[config.mk]
export PLATFORM = sky130hd
export DESIGN_NAME = manifest_tokenizer
export DESIGN_NICKNAME = d
export VERILOG_FILES = /design/src/rtl/mtok_pkg.sv /design/src/rtl/manifest_tokenizer.sv
export SDC_FILE = /design/constraint.sdc
export NUM_CORES = 1
export LEC_CHECK = 0
export ABC_AREA = 1
export CAP_MARGIN = 20
export CORE_MARGIN = 2
export CORE_UTILIZATION = 59
export CTS_BUF_LIST = sky130_fd_sc_hd__clkbuf_16
export DETAILED_ROUTE_END_ITERATION = 8
export DONT_BUFFER_PORTS = 1
export HOLD_SLACK_MARGIN = 0.1
export PLACE_DENSITY_LB_ADDON = 0.12
export SLEW_MARGIN = 40
export SYNTH_ARGS = -nofsm -noshare
export SYNTH_HDL_FRONTEND = slang
export SYNTH_SLANG_ARGS = --single-unit
[constraint.sdc]
create_clock -name i_clk -period 8.99 [get_ports i_clk]
set_clock_uncertainty 0.2 [all_clocks]
set_input_delay 1.3485 -clock i_clk [delete_from_list [all_inputs] [get_ports i_clk]]
set_output_delay 1.3485 -clock i_clk [all_outputs]
set_load 0.05 [all_outputs]
[src/rtl/mtok_pkg.sv]
// mtok_pkg: token kinds, error codes and lexer modes for manifest_tokenizer.
// No dependencies.
package mtok_pkg;

    // line counter width; the line field carries the low 20 bits
    localparam int LINE_BITS = 20;

    typedef enum logic [3:0] {
        TK_EOF = 4'd0, TK_NEWLINE = 4'd1, TK_EQUALS = 4'd2, TK_LBRACKET = 4'd3,
        TK_RBRACKET = 4'd4, TK_COMMA = 4'd5, TK_STRING = 4'd6, TK_INTEGER = 4'd7,
        TK_IDENT = 4'd8, TK_INVALID = 4'd9, TK_TEXT = 4'd10
    } t_tok;

    typedef enum logic [3:0] {
        ER_NONE = 4'd0, ER_SQUOTE = 4'd1, ER_BADCHAR = 4'd2, ER_EOF_STR = 4'd3,
        ER_EOL_STR = 4'd4, ER_BS_EOL = 4'd5, ER_BAD_ESC = 4'd6,
        ER_NOT_DEC = 4'd7, ER_OVERFLOW = 4'd8
    } t_err;

    typedef enum logic [2:0] {
        M_IDLE, M_COMMENT, M_IDENT, M_STRING, M_ESC, M_SIGN, M_INT, M_BADINT
    } t_mode;

    typedef struct packed {
        t_tok        kind;
        logic        use_start;  // line from r_start, else current line
        logic [7:0]  tb;
        t_err        err;
        logic        is_num;     // number field carries the integer value
    } t_res;

    localparam logic [7:0] CH_HASH   = 8'h23;
    localparam logic [7:0] CH_NL     = 8'h0A;
    localparam logic [7:0] CH_MINUS  = 8'h2D;
    localparam logic [7:0] CH_PLUS   = 8'h2B;
    localparam logic [7:0] CH_BSLASH = 8'h5C;
    localparam logic [7:0] CH_DQUOTE = 8'h22;
    localparam logic [63:0] TOP_MAG  = 64'h8000_0000_0000_0000;

endpackage

[src/rtl/manifest_tokenizer.sv]
// manifest_tokenizer: streaming lexer for TOML-like manifest text.
// Depends on mtok_pkg.
//
//  channel | direction | payload
//  --------+-----------+-----------------------------------------------
//  input   | in        | i_kind, i_byte_req
//  output  | out       | o_token_kind, o_line, o_number, o_text_byte,
//          |           | o_error_code, o_last
//
// A byte is lexed in the cycle it is accepted: the lexer state and up to
// three results are registered at once. One transfer per cycle is taken
// while the result queue is empty or its last result is being taken; a
// byte that yields several results holds further bytes until the single
// output port has drained them. i_stall holds the queue. Reset (synchronous,
// active low) gives mode idle and line 1.
module manifest_tokenizer (
    input  logic        i_clk,
    input  logic        i_rst_n,
    input  logic        i_valid,
    output logic        o_stall,
    input  logic        i_kind,
    input  logic [7:0]  i_byte_req,
    output logic        o_valid,
    input  logic        i_stall,
    output logic [3:0]  o_token_kind,
    output logic [19:0] o_line,
    output logic [63:0] o_number,
    output logic [7:0]  o_text_byte,
    output logic [3:0]  o_error_code,
    output logic        o_last
);
    localparam int LINE_BITS = mtok_pkg::LINE_BITS;
    localparam logic [LINE_BITS-1:0] MAXL = '1;

    mtok_pkg::t_mode        r_mode, n_mode;
    logic [LINE_BITS-1:0]   r_line, n_line, r_start, n_start;
    logic [63:0]            r_mag, n_mag;
    logic                   r_neg, n_neg, r_ovf, n_ovf, r_hsign, n_hsign;

    // result queue: three slots, each a result plus its line and number
    mtok_pkg::t_res r_q [3];
    logic [19:0]    r_ql [3];
    logic [63:0]    r_qn [3];
    logic [1:0]     r_cnt, r_head;

    mtok_pkg::t_res  e_r [3];
    logic [1:0]      e_n;
    logic [63:0]     num_v;
    logic            fire, pop;
    logic            is_dig, is_id;
    logic [7:0]      c;
    logic [3:0]      dig;
    logic [67:0]     mul10;

    assign c      = i_byte_req;
    assign is_dig = (c >= 8'h30) && (c <= 8'h39);
    assign is_id  = is_dig || (c >= 8'h61 && c <= 8'h7A) || (c >= 8'h41 && c <= 8'h5A)
                  || c == 8'h5F || c == mtok_pkg::CH_MINUS;
    assign dig    = c[3:0];
    assign mul10  = {4'd0, r_mag} * 68'd10;

    assign pop     = o_valid && !i_stall;
    assign o_stall = (r_cnt != 2'd0) && !(r_cnt == 2'd1 && pop);
    assign fire    = i_valid && !o_stall;
    assign o_valid = r_cnt != 2'd0;

    // lexer: pushes results into e_r, updates state
    always_comb begin
        mtok_pkg::t_res rr;
        logic go_idle;   // byte is re-lexed in idle
        logic start_i;   // an integer starts with this digit
        logic st_neg;
        logic [63:0] base_mag;
        logic base_ovf;
        logic add_d;
        n_mode = r_mode; n_line = r_line; n_start = r_start;
        n_mag = r_mag; n_neg = r_neg; n_ovf = r_ovf; n_hsign = r_hsign;
        e_n = 2'd0;
        for (int k = 0; k < 3; k++) e_r[k] = '0;
        go_idle = 1'b0; start_i = 1'b0; st_neg = 1'b0; add_d = 1'b0;
        num_v = r_neg ? (64'd0 - r_mag) : r_mag;
        rr = '0;
        if (i_kind) begin
            unique case (r_mode)
                mtok_pkg::M_IDENT: begin
                    rr.kind = mtok_pkg::TK_IDENT; rr.use_start = 1'b1;
                    e_r[e_n] = rr; e_n = e_n + 2'd1;
                end
                mtok_pkg::M_STRING, mtok_pkg::M_ESC: begin
                    rr.kind = mtok_pkg::TK_INVALID; rr.use_start = 1'b1;
                    rr.err = (r_mode == mtok_pkg::M_STRING) ? mtok_pkg::ER_EOF_STR
                                                            : mtok_pkg::ER_BS_EOL;
                    e_r[e_n] = rr; e_n = e_n + 2'd1;
                end
                mtok_pkg::M_SIGN: begin
                    rr.use_start = 1'b1;
                    if (r_hsign) begin
                        rr.kind = mtok_pkg::TK_TEXT; rr.tb = mtok_pkg::CH_MINUS;
                        e_r[0] = rr;
                        rr.kind = mtok_pkg::TK_IDENT; rr.tb = '0;
                        e_r[1] = rr; e_n = 2'd2;
                    end else begin
                        rr.kind = mtok_pkg::TK_INVALID; rr.err = mtok_pkg::ER_BADCHAR;
                        e_r[0] = rr; e_n = 2'd1;
                    end
                end
                mtok_pkg::M_INT: begin
                    rr.use_start = 1'b1;
                    if (r_ovf || (!r_neg && r_mag[63])) begin
                        rr.kind = mtok_pkg::TK_INVALID; rr.err = mtok_pkg::ER_OVERFLOW;
                    end else begin
                        rr.kind = mtok_pkg::TK_INTEGER; rr.is_num = 1'b1;
                    end
                    e_r[0] = rr; e_n = 2'd1;
                end
                mtok_pkg::M_BADINT: begin
                    rr.kind = mtok_pkg::TK_INVALID; rr.use_start = 1'b1;
                    rr.err = mtok_pkg::ER_NOT_DEC;
                    e_r[0] = rr; e_n = 2'd1;
                end
                default: ;
            endcase
            rr = '0; rr.kind = mtok_pkg::TK_EOF;
            e_r[e_n] = rr; e_n = e_n + 2'd1;
            n_mode = mtok_pkg::M_IDLE; n_mag = '0; n_neg = 1'b0;
            n_ovf = 1'b0; n_hsign = 1'b0;
        end else begin
            unique case (r_mode)
                mtok_pkg::M_COMMENT: if (c == mtok_pkg::CH_NL) go_idle = 1'b1;
                mtok_pkg::M_IDENT: begin
                    rr.use_start = 1'b1;
                    if (is_id) begin
                        rr.kind = mtok_pkg::TK_TEXT; rr.tb = c;
                    end else begin
                        rr.kind = mtok_pkg::TK_IDENT; go_idle = 1'b1;
                    end
                    e_r[0] = rr; e_n = 2'd1;
                end
                mtok_pkg::M_STRING: begin
                    rr.use_start = 1'b1;
                    if (c == mtok_pkg::CH_NL) begin
                        rr.kind = mtok_pkg::TK_INVALID; rr.err = mtok_pkg::ER_EOL_STR;
                        e_r[0] = rr; e_n = 2'd1; go_idle = 1'b1;
                    end else if (c == mtok_pkg::CH_DQUOTE) begin
                        rr.kind = mtok_pkg::TK_STRING; e_r[0] = rr; e_n = 2'd1;
                        n_mode = mtok_pkg::M_IDLE;
                    end else if (c == mtok_pkg::CH_BSLASH) begin
                        n_mode = mtok_pkg::M_ESC;
                    end else begin
                        rr.kind = mtok_pkg::TK_TEXT; rr.tb = c; e_r[0] = rr; e_n = 2'd1;
                    end
                end
                mtok_pkg::M_ESC: begin
                    rr.use_start = 1'b1; rr.kind = mtok_pkg::TK_TEXT;
                    n_mode = mtok_pkg::M_STRING;
                    case (c)
                        mtok_pkg::CH_NL: begin
                            rr.kind = mtok_pkg::TK_INVALID; rr.err = mtok_pkg::ER_BS_EOL;
                            go_idle = 1'b1;
                        end
                        mtok_pkg::CH_DQUOTE, mtok_pkg::CH_BSLASH: rr.tb = c;
                        8'h6E: rr.tb = 8'd10;
                        8'h74: rr.tb = 8'd9;
                        8'h72: rr.tb = 8'd13;
                        default: begin
                            rr.kind = mtok_pkg::TK_INVALID; rr.err = mtok_pkg::ER_BAD_ESC;
                            rr.use_start = 1'b0; n_mode = mtok_pkg::M_IDLE;
                        end
                    endcase
                    e_r[0] = rr; e_n = 2'd1;
                end
                mtok_pkg::M_SIGN: begin
                    rr.use_start = 1'b1;
                    if (is_dig) begin
                        start_i = 1'b1; st_neg = r_hsign;
                    end else if (r_hsign) begin
                        rr.kind = mtok_pkg::TK_TEXT; rr.tb = mtok_pkg::CH_MINUS;
                        e_r[0] = rr;
                        if (is_id) begin
                            rr.tb = c; n_mode = mtok_pkg::M_IDENT;
                        end else begin
                            rr.kind = mtok_pkg::TK_IDENT; rr.tb = '0; go_idle = 1'b1;
                        end
                        e_r[1] = rr; e_n = 2'd2;
                    end else begin
                        rr.kind = mtok_pkg::TK_INVALID; rr.err = mtok_pkg::ER_BADCHAR;
                        e_r[0] = rr; e_n = 2'd1; go_idle = 1'b1;
                    end
                end
                mtok_pkg::M_INT: begin
                    if (is_dig) add_d = 1'b1;
                    else if (is_id) n_mode = mtok_pkg::M_BADINT;
                    else begin
                        rr.use_start = 1'b1;
                        if (r_ovf || (!r_neg && r_mag[63])) begin
                            rr.kind = mtok_pkg::TK_INVALID;
                            rr.err = mtok_pkg::ER_OVERFLOW;
                        end else begin
                            rr.kind = mtok_pkg::TK_INTEGER; rr.is_num = 1'b1;
                        end
                        e_r[0] = rr; e_n = 2'd1; go_idle = 1'b1;
                    end
                end
                mtok_pkg::M_BADINT: begin
                    if (!is_id) begin
                        rr.kind = mtok_pkg::TK_INVALID; rr.use_start = 1'b1;
                        rr.err = mtok_pkg::ER_NOT_DEC;
                        e_r[0] = rr; e_n = 2'd1; go_idle = 1'b1;
                    end
                end
                default: go_idle = 1'b1;
            endcase
            if (go_idle) begin
                n_mode = mtok_pkg::M_IDLE;
                rr = '0;
                case (c)
                    8'h20, 8'h09, 8'h0D: ;
                    mtok_pkg::CH_HASH: n_mode = mtok_pkg::M_COMMENT;
                    mtok_pkg::CH_NL: begin
                        rr.kind = mtok_pkg::TK_NEWLINE;
                        e_r[e_n] = rr; e_n = e_n + 2'd1;
                        if (r_line != MAXL) n_line = r_line + 1'b1;
                    end
                    8'h3D, 8'h5B, 8'h5D, 8'h2C: begin
                        rr.kind = (c == 8'h3D) ? mtok_pkg::TK_EQUALS :
                                  (c == 8'h5B) ? mtok_pkg::TK_LBRACKET :
                                  (c == 8'h5D) ? mtok_pkg::TK_RBRACKET :
                                                 mtok_pkg::TK_COMMA;
                        e_r[e_n] = rr; e_n = e_n + 2'd1;
                    end
                    mtok_pkg::CH_DQUOTE: begin
                        n_start = r_line; n_mode = mtok_pkg::M_STRING;
                    end
                    8'h27: begin
                        rr.kind = mtok_pkg::TK_INVALID; rr.err = mtok_pkg::ER_SQUOTE;
                        e_r[e_n] = rr; e_n = e_n + 2'd1;
                    end
                    mtok_pkg::CH_MINUS, mtok_pkg::CH_PLUS: begin
                        n_start = r_line; n_hsign = (c == mtok_pkg::CH_MINUS);
                        n_mode = mtok_pkg::M_SIGN;
                    end
                    default: begin
                        if (is_dig) begin
                            n_start = r_line; start_i = 1'b1;
                        end else if (is_id) begin
                            n_start = r_line; n_mode = mtok_pkg::M_IDENT;
                            rr.kind = mtok_pkg::TK_TEXT; rr.tb = c;
                            e_r[e_n] = rr; e_n = e_n + 2'd1;
                        end else begin
                            rr.kind = mtok_pkg::TK_INVALID; rr.err = mtok_pkg::ER_BADCHAR;
                            e_r[e_n] = rr; e_n = e_n + 2'd1;
                        end
                    end
                endcase
            end
            // digit accumulation: fresh start or continuing integer
            base_mag = start_i ? 64'd0 : r_mag;
            base_ovf = start_i ? 1'b0 : r_ovf;
            if (start_i) begin
                n_neg = st_neg; n_mode = mtok_pkg::M_INT;
            end
            if (start_i || add_d) begin
                n_ovf = base_ovf; n_mag = base_mag;
                if (!base_ovf) begin
                    if (start_i) n_mag = {60'd0, dig};
                    else if (mul10[67:64] != 4'd0 ||
                             (mul10[63:0] + {60'd0, dig}) > mtok_pkg::TOP_MAG ||
                             (mul10[63:0] + {60'd0, dig}) < mul10[63:0])
                        n_ovf = 1'b1;
                    else n_mag = mul10[63:0] + {60'd0, dig};
                end
            end
        end
    end

    always_ff @(posedge i_clk) begin
        if (!i_rst_n) begin
            r_mode <= mtok_pkg::M_IDLE; r_line <= LINE_BITS'(1); r_start <= LINE_BITS'(1);
            r_mag <= '0; r_neg <= 1'b0; r_ovf <= 1'b0; r_hsign <= 1'b0;
            r_cnt <= '0; r_head <= '0;
        end else begin
            if (fire) begin
                r_mode <= n_mode; r_line <= n_line; r_start <= n_start;
                r_mag <= n_mag; r_neg <= n_neg; r_ovf <= n_ovf; r_hsign <= n_hsign;
                r_cnt <= e_n; r_head <= '0;
            end else if (pop) begin
                r_cnt <= r_cnt - 2'd1; r_head <= r_head + 2'd1;
            end
        end
    end

    // queue payload, loaded with all results of one byte
    always_ff @(posedge i_clk) begin
        if (fire) begin
            for (int k = 0; k < 3; k++) begin
                r_q[k]  <= e_r[k];
                r_ql[k] <= e_r[k].use_start ? 20'(r_start) : 20'(r_line);
                r_qn[k] <= e_r[k].is_num ? num_v : 64'd0;
            end
        end
    end

    assign o_token_kind = r_q[r_head].kind;
    assign o_line       = r_ql[r_head];
    assign o_number     = r_qn[r_head];
    assign o_text_byte  = r_q[r_head].tb;
    assign o_error_code = r_q[r_head].err;
    assign o_last       = (r_cnt == 2'd1);

    a_no_accept_busy: assert property (@(posedge i_clk) disable iff (!i_rst_n)
        (r_cnt > 2'd1) |-> o_stall) else $error("accepted over pending results");
    a_eof_last: assert property (@(posedge i_clk) disable iff (!i_rst_n)
        (o_valid && o_token_kind == mtok_pkg::TK_EOF) |-> o_last)
        else $error("eof not last");
    a_err_kind: assert property (@(posedge i_clk) disable iff (!i_rst_n)
        (o_valid && o_error_code != mtok_pkg::ER_NONE) |->
        (o_token_kind == mtok_pkg::TK_INVALID)) else $error("error on valid token");
endmodule

==> flow_metrics.tcl <==
set metrics [dict create \
    cts_max_path_buffers 3 \
    die_h_um 217 \
    grt_max_degree 68 \
    grt_util_met2_pct 56.2 \
    gr-usage-met3_pct 5.11 \
    initial_utilization_pct 60.1 \
    drtIter0Drc 2948 \
    slew_violations 0 \
    worstPathMaxFanout 42 \
    final_nets 4522 \
    grt-ovfl-total 0 \
    cts_num_sinks 284 \
    drv_cap 0 \
    layout_min_cycle_time_ns 8.19 \
    hold_viol 0 \
    synth_edf_count 168 \
    fp.coreArea_mm2 0.0444 \
    synth_area_mm2 0.0267 \
    yosys_register_bits 284 \
    path_class "flop to flop" \
    cpMaxStageDelayCell "dfxtp_1" \
    async_reset_ff_share_pct 0 \
    ys_seq_area_share_pct 27.6 \
    grt_pass1_vias 25400 \
    io_pins 116 \
    die_area_mm2 0.0470 \
    cts_tree "done" \
    wl_um 84800 \
    numCtsBuffers 27 \
    root_buffer "clkbuf_16" \
    antenna_left 0 \
    track_usage_pct 35.5 \
    p_leak_nw 14.0 \
    vias 28000 \
    synthToLayoutAreaGrowth_pct 5.94 \
    floorplan.rows 77 \
    crit_top_cell "nand2_1" \
    cts_htree_levels 1 \
    setup_violations 0 \
    first_pass_iters 6 \
    fin_cells 4954 \
    synth_ff_type "edfxtp_1" \
    ir_drop_v 0.000326 \
    post_cts_buffers 0 \
    syn_avg_cell_area_um2 6.05 \
    worst_setup_path_start_kind "flop" \
    die_x_um 217 \
    antenna_found_initial 1 \
    layout-drive-gt1-share_pct 5.41 \
    yosysUniqueCellTypes 59 \
    grtUsageMet1_pct 48.7 \
    grt_first_pass_wirelength_um 134000 \
    end_kind "flop" \
    syn_inst 4410 \
    cp.required_ns 9.20 \
    path_clk_slew_ns 0.06 \
    grt_setup_unrepaired "no" \
    max_stage_delay_ns 0.61 \
    post-route-drc-count 0 \
    dp_cells 4901 \
    finalCritPeriodShare_pct 91.1 \
    portBuffers 0 \
    tightest_slew_ns 0.886 \
    hold_ws_ns 0.257 \
    gp_congestion 1.01 \
    status "finished clean" \
    critPathArrivalTime_ns 8.40 \
    cts_hold_buffers 0 \
    vias_per_cell 5.64 \
    fmax_mhz 122 \
    post-route-util_pct 63.7 \
    grt-busiest-layer "met2" \
    cts_resized 0 \
    p_per_area_mw_per_mm2 202 \
    max_slew_margin_pct 40.7 \
    hold_class "flop to flop" \
    yosysWarnings 0 \
    tns_ns 0 \
    hpwl_um 66100 \
    wl_per_cell_um 17.1 \
    clkLatencyLatePin_ns 0.57 \
]
==> path summary, 6_finish.rpt <==
check	end	cells after the start	from	slack (ns)
setup / recovery	r_mag[0]	48	r_mag[2]	0.80
hold / removal	r_ql[2][11]	0	r_line[11]	0.26
setup reg to reg	r_mag[0]	48	r_mag[2]	0.80
hold reg to reg	r_ql[2][11]	0	r_line[11]	0.26
==> Yosys cell counts (26+ instances only) <==
| library cell | count | area [um^2] |
|---|---|---|
| a21oi_1 | 313 | 1570 |
| clkbuf_1 | 88 | 330 |
| dfxtp_1 | 116 | 2320 |
| edfxtp_1 | 168 | 5040 |
| ha_1 | 167 | 2090 |
| inv_1 | 670 | 2510 |
| inv_2 | 26 | 97.6 |
| nand2_1 | 1381 | 5180 |
| nand3_1 | 293 | 1470 |
| nand3b_1 | 31 | 233 |
| nand4_1 | 59 | 369 |
| nor2_1 | 589 | 2210 |
| nor3_1 | 64 | 320 |
| nor4_1 | 26 | 163 |
| o21ai_0 | 169 | 846 |
| xor2_1 | 63 | 552 |
==> critical path, delay by kind of cell, from the launching register on <==
family | cells | cell delay (ns)
AO/OA/AOI/OAI | 2 | 0.28
adder cells (fa/ha/maj) | 3 | 1.02
buffers and inverters | 4 | 0.51
flip-flops | 1 | 0.61
AND/OR/NAND/NOR | 39 | 5.39
==> area by class of cell <==
cell class / count / area [um^2]
multi-input cells: 3301 / 16400
clock inverters: 21 / 139
flip-flops and latches: 284 / 7370
well taps: 592 / 741
inverters: 703 / 2650
fillers: 4278 / 16100
repair buffers: 23 / 216
clock buffers: 29 / 726
diodes: 1 / 2.50
==> logic make-up after synthesis <==
kind of cell	count (synthesis)	synth area share (%)
xor+xnor	66	2.17
buf+inv	826	11.9
other cells	1	0.0140
fa+ha+maj	169	7.98
compound gates	554	11.1
simple gates	2510	39.3
flops	284	27.6
==> metal layers <==
metal	vias up	share of wire, %
li1	14000	-
met1	12600	44
met2	1139	44
met3	194	8.3
met4	0	4.6
met5	-	0
==> state kept, by name, summed over array words and instances, names as in the netlist, named ones only <==
register	count
r_neg	1
r_ovf	1
r_mag	64
r_qn	64
r_line	20
r_ql	60
r_mode	3
r_cnt	2
r_q	44
r_hsign	1
r_head	2
r_start	20
==> through the flow <==
stage	power (mW)	instance area, um^2	setup slack [ns]
2_1_floorplan	4.06	26700	1.81
3_5_place_dp	4.51	27300	0.698
6_report	5.72	28300	0.799
4_1_cts	5.63	28100	0.673
5_1_grt	6.01	28300	0.0738
3_3_place_gp	4.44	27100	0.920
==> cell usage in the layout, fill, tap and decap left out, types with 4 or more instances in the layout <==
master and count:
o2111ai_1 5, nand3_1 293, nor2_2 66, buf_4 19
xor2_1 62, nand2_1 1380, nand3b_1 31, ha_1 167
edfxtp_1 168, o21ai_0 168, o211ai_1 9, clkinv_1 13
nand2_2 9, nor2_1 544, nand4_1 59, o31ai_1 5
inv_2 27, dfxtp_1 114, a21oi_2 36, inv_1 674
a31oi_1 8, nor2_4 7, a211oi_1 10, nor3_1 64
and2_1 4, nand3_2 11, clkbuf_16 29, o22ai_1 6
nor4_1 25, a21oi_1 279
==> where the power goes <==
| group | switching (mW) | total, mW | leakage (nW) | internal [mW] |
|---|---|---|---|---|
| Sequential | 0.128 | 1.80 | 2.59 | 1.67 |
| Combinational | 2.23 | 2.79 | 11.0 | 0.564 |
| Clock | 0.514 | 1.13 | 0.447 | 0.614 |
| Total | 2.87 | 5.72 | 14.0 | 2.85 |
(Power assumes the default switching activity.)
